$ cat src/rtl/weekly_window_ttl_calc_assert.svh
// Assertion macros for the weekly window lifetime calculator.
`ifndef WEEKLY_WINDOW_TTL_CALC_ASSERT_SVH
`define WEEKLY_WINDOW_TTL_CALC_ASSERT_SVH

// Checks that an antecedent implies a consequent in the same cycle.
`define WWT_ASSERT_IMPLY(label, clk, rst, ante, cons, msg) \
   label: assert property (@(posedge clk) disable iff (rst) (ante) |-> (cons)) \
      else $error(msg);

// Checks that an antecedent implies a consequent in the next cycle.
`define WWT_ASSERT_NEXT(label, clk, rst, ante, cons, msg) \
   label: assert property (@(posedge clk) disable iff (rst) (ante) |=> (cons)) \
      else $error(msg);

`endif

$ cat src/rtl/wwt_pkg.sv
// Package with types and constants of the weekly window lifetime calculator.
package wwt_pkg;

   localparam int unsigned DAY_SECS   = 86400;
   localparam int unsigned WEEK_SECS  = 604800;
   localparam int unsigned PASS_LIMIT_DEF = 20;

   localparam logic [1:0] CSR_WEEK_MASK = 2'd0;
   localparam logic [1:0] CSR_WIN_EN    = 2'd1;
   localparam logic [1:0] CSR_WIN_START = 2'd2;
   localparam logic [1:0] CSR_WIN_END   = 2'd3;

   localparam logic [1:0] STAT_OK    = 2'd0;
   localparam logic [1:0] STAT_EMPTY = 2'd1;
   localparam logic [1:0] STAT_LIMIT = 2'd2;

   typedef struct packed {
      logic [19:0]        week_time;
      logic signed [31:0] ttl_in;
      logic signed [31:0] elapsed;
   } req_type;

   typedef struct packed {
      logic signed [20:0] activity;
      logic signed [31:0] ttl_out;
      logic [1:0]         status;
   } rsp_type;

endpackage

$ cat src/rtl/weekly_window_ttl_calc.sv
// Top level of the weekly window lifetime calculator.
//
//  channel  direction  handshake            payload
//  req      in         req_valid/req_stall  req_data (req_type)
//  rsp      out        rsp_valid/rsp_stall  rsp_data (rsp_type)
//  csr      in         csr_we               csr_index, csr_wdata
//
// An item runs from its transfer through window checks (a day split and a weekday scan)
// and passes, each pass followed by a new check; 20 passes plus the limit check make the
// longest case.
// Reset is synchronous; it clears the control state, the window enable and the window bounds, and sets the week mask.
// A result waits in its output register while rsp_stall is high, and the next item is
// taken meanwhile; that item's result waits until the register is free.
module weekly_window_ttl_calc
   import wwt_pkg::*;
#(
   parameter int unsigned PASS_LIMIT = PASS_LIMIT_DEF
) (
   input  logic        clock,
   input  logic        reset,
   input  logic        req_valid,
   output logic        req_stall,
   input  req_type     req_data,
   output logic        rsp_valid,
   input  logic        rsp_stall,
   output rsp_type     rsp_data,
   input  logic        csr_we,
   input  logic [1:0]  csr_index,
   input  logic [16:0] csr_wdata
);
`include "weekly_window_ttl_calc_assert.svh"

   localparam int PW = $clog2(PASS_LIMIT + 2);

   localparam logic [3:0] S_IDLE  = 4'd0;
   localparam logic [3:0] S_WFOLD = 4'd1;
   localparam logic [3:0] S_DSPL  = 4'd2;
   localparam logic [3:0] S_CHK   = 4'd3;
   localparam logic [3:0] S_SCAN  = 4'd4;
   localparam logic [3:0] S_ADDS  = 4'd5;
   localparam logic [3:0] S_PASS  = 4'd6;
   localparam logic [3:0] S_ADV   = 4'd7;
   localparam logic [3:0] S_OUT   = 4'd8;

   logic [6:0]  mask_ff;
   logic        en_ff;
   logic [16:0] ws_ff, we_ff;

   logic [3:0]  st_ff, st_in;
   logic [20:0] wt_ff, wt_in;
   logic [2:0]  day_ff, day_in;
   logic [16:0] dt_ff, dt_in;
   logic signed [33:0] res_ff, res_in;
   logic [2:0]  k_ff, k_in;
   logic        first_ff, first_in;
   logic signed [33:0] ttl_ff, ttl_in;
   logic signed [33:0] up_ff, up_in;
   logic [PW-1:0] np_ff, np_in;
   logic signed [20:0] act0_ff, act0_in;
   logic        vout_ff, vout_in;
   rsp_type     rsp_ff, rsp_in;

   logic [16:0] s_f, e_f;
   logic [2:0]  dnext, dk;

   always_comb begin
      s_f = (ws_ff >= 17'(DAY_SECS)) ? ws_ff - 17'(DAY_SECS) : ws_ff;
      e_f = (we_ff >= 17'(DAY_SECS)) ? we_ff - 17'(DAY_SECS) : we_ff;
      dnext = (day_ff == 3'd6) ? 3'd0 : day_ff + 3'd1;
      dk = (3'(day_ff + k_ff) >= 3'd7 || day_ff + {1'b0, k_ff} >= 4'd7) ?
           3'(day_ff + {1'b0, k_ff} - 4'd7) : 3'(day_ff + k_ff);
   end

   always_ff @(posedge clock) begin
      if (reset) begin
         mask_ff <= 7'h7f;
         en_ff <= 1'b0;
         ws_ff <= '0;
         we_ff <= '0;
      end else if (csr_we) begin
         case (csr_index)
            CSR_WEEK_MASK: mask_ff <= csr_wdata[6:0];
            CSR_WIN_EN:    en_ff <= csr_wdata[0];
            CSR_WIN_START: ws_ff <= csr_wdata;
            CSR_WIN_END:   we_ff <= csr_wdata;
            default:       mask_ff <= mask_ff;
         endcase
      end
   end

   always_comb begin
      logic signed [33:0] dts, ss, es, a, upm;
      st_in = st_ff; wt_in = wt_ff; day_in = day_ff; dt_in = dt_ff; res_in = res_ff;
      k_in = k_ff; first_in = first_ff; ttl_in = ttl_ff; up_in = up_ff; np_in = np_ff;
      act0_in = act0_ff; vout_in = vout_ff; rsp_in = rsp_ff;
      dts = 34'(dt_ff); ss = 34'(s_f); es = 34'(e_f);
      a = -res_ff;
      upm = (up_ff < a) ? up_ff : a;
      if (vout_ff && !rsp_stall) vout_in = 1'b0;
      case (st_ff)
         S_IDLE: begin
            if (req_valid) begin
               wt_in = {1'b0, req_data.week_time};
               ttl_in = 34'(req_data.ttl_in);
               up_in = 34'(req_data.elapsed);
               np_in = '0;
               first_in = 1'b1;
               st_in = S_WFOLD;
            end
         end
         S_WFOLD: begin
            if (wt_ff >= 21'(WEEK_SECS)) wt_in = wt_ff - 21'(WEEK_SECS);
            day_in = '0;
            st_in = S_DSPL;
         end
         S_DSPL: begin
            if (wt_ff >= 21'(DAY_SECS) * (21'(day_ff) + 21'd1)) day_in = day_ff + 3'd1;
            else begin
               dt_in = 17'(wt_ff - 21'(DAY_SECS) * 21'(day_ff));
               st_in = (mask_ff == '0) ? S_OUT : S_CHK;
            end
         end
         S_CHK: begin
            k_in = 3'd1;
            if (!mask_ff[day_ff]) begin
               res_in = 34'(DAY_SECS) - dts; st_in = S_SCAN;
            end else if (!en_ff) begin
               res_in = '0; st_in = S_PASS;
            end else if (s_f < e_f) begin
               if (dt_ff < s_f) begin res_in = ss - dts; st_in = S_PASS; end
               else if (dt_ff >= e_f) begin res_in = 34'(DAY_SECS) - dts; st_in = S_SCAN; end
               else begin res_in = dts - es; st_in = S_PASS; end
            end else begin
               if (dt_ff >= e_f && dt_ff < s_f) begin res_in = ss - dts; st_in = S_PASS; end
               else begin
                  res_in = dts - 34'(DAY_SECS) - (mask_ff[dnext] ? es : 34'sd0);
                  st_in = S_PASS;
               end
            end
         end
         S_SCAN: begin
            if (mask_ff[dk] || k_ff == 3'd7) st_in = S_ADDS;
            else begin res_in = res_ff + 34'(DAY_SECS); k_in = k_ff + 3'd1; end
            if (mask_ff[dk] && k_ff == 3'd7) st_in = S_ADDS;
         end
         S_ADDS: begin
            if (!mask_ff[dk] && k_ff == 3'd7) res_in = res_ff + 34'(DAY_SECS);
            else if (en_ff && s_f < e_f) res_in = res_ff + ss;
            if (!mask_ff[dk] && k_ff == 3'd7 && en_ff && s_f < e_f) res_in = res_ff + 34'(DAY_SECS) + ss;
            st_in = S_PASS;
         end
         S_PASS: begin
            if (first_ff) act0_in = 21'(res_ff);
            first_in = 1'b0;
            if (ttl_ff <= 0 || up_ff <= 0) st_in = S_OUT;
            else if (32'(np_ff) + 1 > PASS_LIMIT) begin
               ttl_in = -34'sd1; np_in = np_ff + 1'b1; st_in = S_OUT;
            end else begin
               np_in = np_ff + 1'b1;
               if (res_ff > 0) begin up_in = up_ff - res_ff; wt_in = 21'(34'(wt_ff) + res_ff); end
               else begin up_in = up_ff - upm; ttl_in = ttl_ff - upm; wt_in = 21'(34'(wt_ff) + upm); end
               st_in = S_ADV;
            end
         end
         S_ADV: begin
            if (ttl_ff <= 0 || up_ff <= 0) st_in = S_OUT;
            else st_in = S_WFOLD;
         end
         S_OUT: begin
            if (!vout_ff || !rsp_stall) begin
               rsp_in.activity = (mask_ff == '0) ? '0 : act0_ff;
               rsp_in.ttl_out = ttl_ff[31:0];
               rsp_in.status = (mask_ff == '0) ? STAT_EMPTY :
                               (32'(np_ff) > PASS_LIMIT) ? STAT_LIMIT : STAT_OK;
               vout_in = 1'b1;
               st_in = S_IDLE;
            end
         end
         default: st_in = S_IDLE;
      endcase
   end

   always_ff @(posedge clock) begin
      if (reset) begin
         st_ff <= S_IDLE;
         vout_ff <= 1'b0;
         np_ff <= '0;
      end else begin
         st_ff <= st_in;
         vout_ff <= vout_in;
         np_ff <= np_in;
      end
      wt_ff <= wt_in; day_ff <= day_in; dt_ff <= dt_in; res_ff <= res_in; k_ff <= k_in;
      first_ff <= first_in; ttl_ff <= ttl_in; up_ff <= up_in;
      act0_ff <= act0_in; rsp_ff <= rsp_in;
   end

   assign req_stall = (st_ff != S_IDLE);
   assign rsp_valid = vout_ff;
   assign rsp_data  = rsp_ff;

   `WWT_ASSERT_IMPLY(a_busy_stall, clock, reset, st_ff != S_IDLE, req_stall, "busy but ready")
   `WWT_ASSERT_NEXT(a_hold, clock, reset, rsp_valid && rsp_stall, rsp_valid && $stable(rsp_data),
      "stalled result changed")
   `WWT_ASSERT_IMPLY(a_np, clock, reset, 1'b1, 32'(np_ff) <= PASS_LIMIT + 1, "pass count overrun")

endmodule
$ cat config.mk
export PLATFORM = sky130hd
export DESIGN_NAME = weekly_window_ttl_calc
export DESIGN_NICKNAME = d
export VERILOG_FILES = /design/src/rtl/wwt_pkg.sv /design/src/rtl/weekly_window_ttl_calc.sv
export VERILOG_INCLUDE_DIRS = /design/src /design/src/rtl
export SDC_FILE = /design/constraint.sdc
export NUM_CORES = 1
export LEC_CHECK = 0
export ABC_AREA = 1
export BUFFER_PORTS_ARGS = -buffer_cell sky130_fd_sc_hd__buf_4
export CORE_AREA = 2 2 195 216
export DETAILED_ROUTE_END_ITERATION = 6
export DIE_AREA = 0 0 197 218
export PLACE_DENSITY = 0.86
export SLEW_MARGIN = 20
export SYNTH_ARGS = -nofsm -noshare
export SYNTH_HDL_FRONTEND = slang
export SYNTH_SLANG_ARGS = --single-unit
$ cat constraint.sdc
create_clock -name clock -period 16 [get_ports clock]
set_input_delay 2.4 -clock clock [delete_from_list [all_inputs] [get_ports clock]]
set_output_delay 2.4 -clock clock [all_outputs]
set_load 0.01 [all_outputs]
==> results.toml <==
[finish]
fin_nets = 4247
syn2layout_area_growth_pct = 9.956
finalInstanceArea_sq_um = 29720
n_fill_cell = 3367
final_core_util = 0.7287
diodes = 0
drive_gt1_frac = 0.09260

[routing]
dr_total_vias = 27350
firstDrtPassIters = 7
wl_um = 86850
drt_iter0_drc = 2717
via_per_inst = 6.219
drc = 0
ant_nets = 0
detail_route.wl_per_cell_um = 19.75

[synthesis]
synthFlopType = "edfxtp_1"
synth_top_area_share = 0.2477
synth_seq_area_share = 0.2862
synthTopCellsByArea = "edfxtp_1, ha_1, nand2_1"
synth_edf_count = 223
ys_ff_latch = 275
ys_types = 76
yosysMostFrequentCell = "nand2_1"
avgSynthCellArea_sq_um = 7.251
syn_inst = 3728
async_flop_share = 0
ys.warnings.count = 0
ys_top_cells_by_count = "nand2_1, inv_1, a21oi_1"
syn_nets = 4121
syn_area_sq_um = 27030
synth_top_area_cell = "edfxtp_1"

[sta]
period_needed_ns = 7.465
finalSetupViolCount = 0
finalHoldViolations = 0
fin_crit_sh = 0.4666
slew_headroom = 0.3018
max_freq_ghz = 0.1340
whs_ns = 0.4817
tns_ns = 0
rsz0062_at_grt = "false"
tightest_slew_ns = 1.043
setup_ws_ns = 8.535
fin_skew_ns = 0.01756
drv_slew = 0

[run]
max_cap_violations = 0

[clock_network]
clkSinkCount = 275
htreeDepth = 1
cts.repair.resized = 0
clkLatencyLatePin_ns = 0.60
clkSlewWorstSetupHoldPaths_ns = 0.07
cts_setup_buffers = 0
cts_root_buffer = "clkbuf_16"
hold_buffers = 0
cts_tree = "done"
cts_buffers = 30
cts_buffer_depth = 3

[critical_path]
worstPathMaxFanout = 9
path_class = "register to register"
critPathArrivalTime_ns = 7.82
slowest_delay_ns = 0.64
cp-start-kind = "register"
cp_common_cell = "nand2_1"
crit_required_ns = 16.35
slowest_stage = "o21ai_0"
end_kind = "register"

[floorplan]
rows = 78
core-area_sq_um = 40790
die-area_sq_um = 42950
start_util = 0.6627
boundaryPins = 165
die_y_um = 218
die-width_um = 197

[placed_design]
gp_congestion = 1.027
io_buffer_count = 164
post-place-ws_ns = 8.702
place_area_sq_um = 28720
hpwl_um = 68010

[pwr]
leakagePower_nw = 13.53
ir_drop_uv = 176.6
power_density_nw_per_um2 = 214.6

[hold_path]
min_path_type = "register to register"

[grt]
grt_pass1_vias = 25490
antenna_found_initial = 1
grt-ovfl-total = 0
grt_usage = 0.3994
grt_pass1_wl_um = 135500
grt_max_degree = 74

[status]
status = "completed"
==> power breakdown <==
group	total (W)	internal (W)	switching [W]
clock	0.000720	0.000404	0.000316
sequential	0.00135	0.00106	0.000287
combinational	0.00431	0.00149	0.00283
total	0.00638	0.00295	0.00343
==> placed cells by master, fill, tap and decap left out, types with 22 or more instances in the layout <==
cell type	synthesis	routed
xnor2_1	54	54
ha_1	276	276
buf_4	4	184
nor2_1	295	291
nand4_1	37	37
o22ai_1	22	22
nand3_1	209	208
xor2_1	159	159
dfxtp_1	52	52
clkbuf_16	0	31
a31oi_1	30	30
o21ai_1	52	53
edfxtp_1	223	223
a21oi_1	322	320
o21ai_0	284	283
inv_1	459	458
or2_2	35	35
o211ai_1	44	44
nand2_1	781	780
nor4_1	36	36
nor3_1	46	46
==> through the flow <==
stage                     std cells  total power [W]
after floorplan                3728         0.004397
after global placement         4342         0.005430
after detailed placement       4342         0.005484
after CTS                      4397         0.006244
after global routing           4397         0.006890
final                          4397         0.006379
==> flip-flops by register name (all words and copies together), names as in the netlist <==
| signal | count |
|---|---|
| rsp_data | 55 |
| res_ff | 34 |
| ttl_ff | 34 |
| up_ff | 34 |
| act0_ff | 21 |
| wt_ff | 21 |
| dt_ff | 17 |
| we_ff | 17 |
| ws_ff | 17 |
| mask_ff | 7 |
| np_ff | 5 |
| st_ff | 4 |
| day_ff | 3 |
| k_ff | 3 |
| en_ff | 1 |
| first_ff | 1 |
| rsp_valid | 1 |
==> kinds of logic after synthesis <==
logic type / after synthesis / synth area share
AOI/OAI and AO/OA: 888 / 0.1869
xor gates and xnor gates: 216 / 0.07081
adders and majority gates: 285 / 0.1344
buffers and inverters: 566 / 0.08220
DFF: 275 / 0.2862
muxes: 1 / 0.0004165
and+or+nand+nor: 1497 / 0.2390
==> layout make-up <==
class	instances	area, sq um	area share
clock buffers	33	783.3	0.02635
well taps	520	650.6	0.02189
flip-flops and latches	275	7737	0.2603
repair buffers	184	1381	0.04647
multi-input cells	2887	17170	0.5775
inverters	476	1789	0.06019
clock inverters	22	216.5	0.007282
==> routing by layer <==
metal	global-route usage	part of all wire
met5	0	0
met4	0.2065	0.057
met3	0.06882	0.11
met2	0.6239	0.43
met1	0.5328	0.40
==> worst paths after layout <==
check / from / slack, ns / endpoint / depth (start not counted)
setup / recovery: res_ff[1]$_DFFE_PP_ / 8.54 / up_ff[24]$_DFFE_PP_ / 43
hold / removal: we_ff[11]$_SDFFE_PP0P_ / 0.48 / we_ff[11]$_SDFFE_PP0P_ / 2
setup reg to reg: res_ff[1]$_DFFE_PP_ / 8.54 / up_ff[24]$_DFFE_PP_ / 43
hold reg to reg: we_ff[11]$_SDFFE_PP0P_ / 0.48 / we_ff[11]$_SDFFE_PP0P_ / 2
==> critical path, delay by kind of cell, from the launching register on <==
kind	cells	cell delay (ns)
compound gates	8	1.95
xor+xnor	1	0.21
fa+ha+maj	4	1.06
buf+inv	4	0.44
flops	1	0.47
simple gates	26	3.09
(Power assumes the default switching activity.)
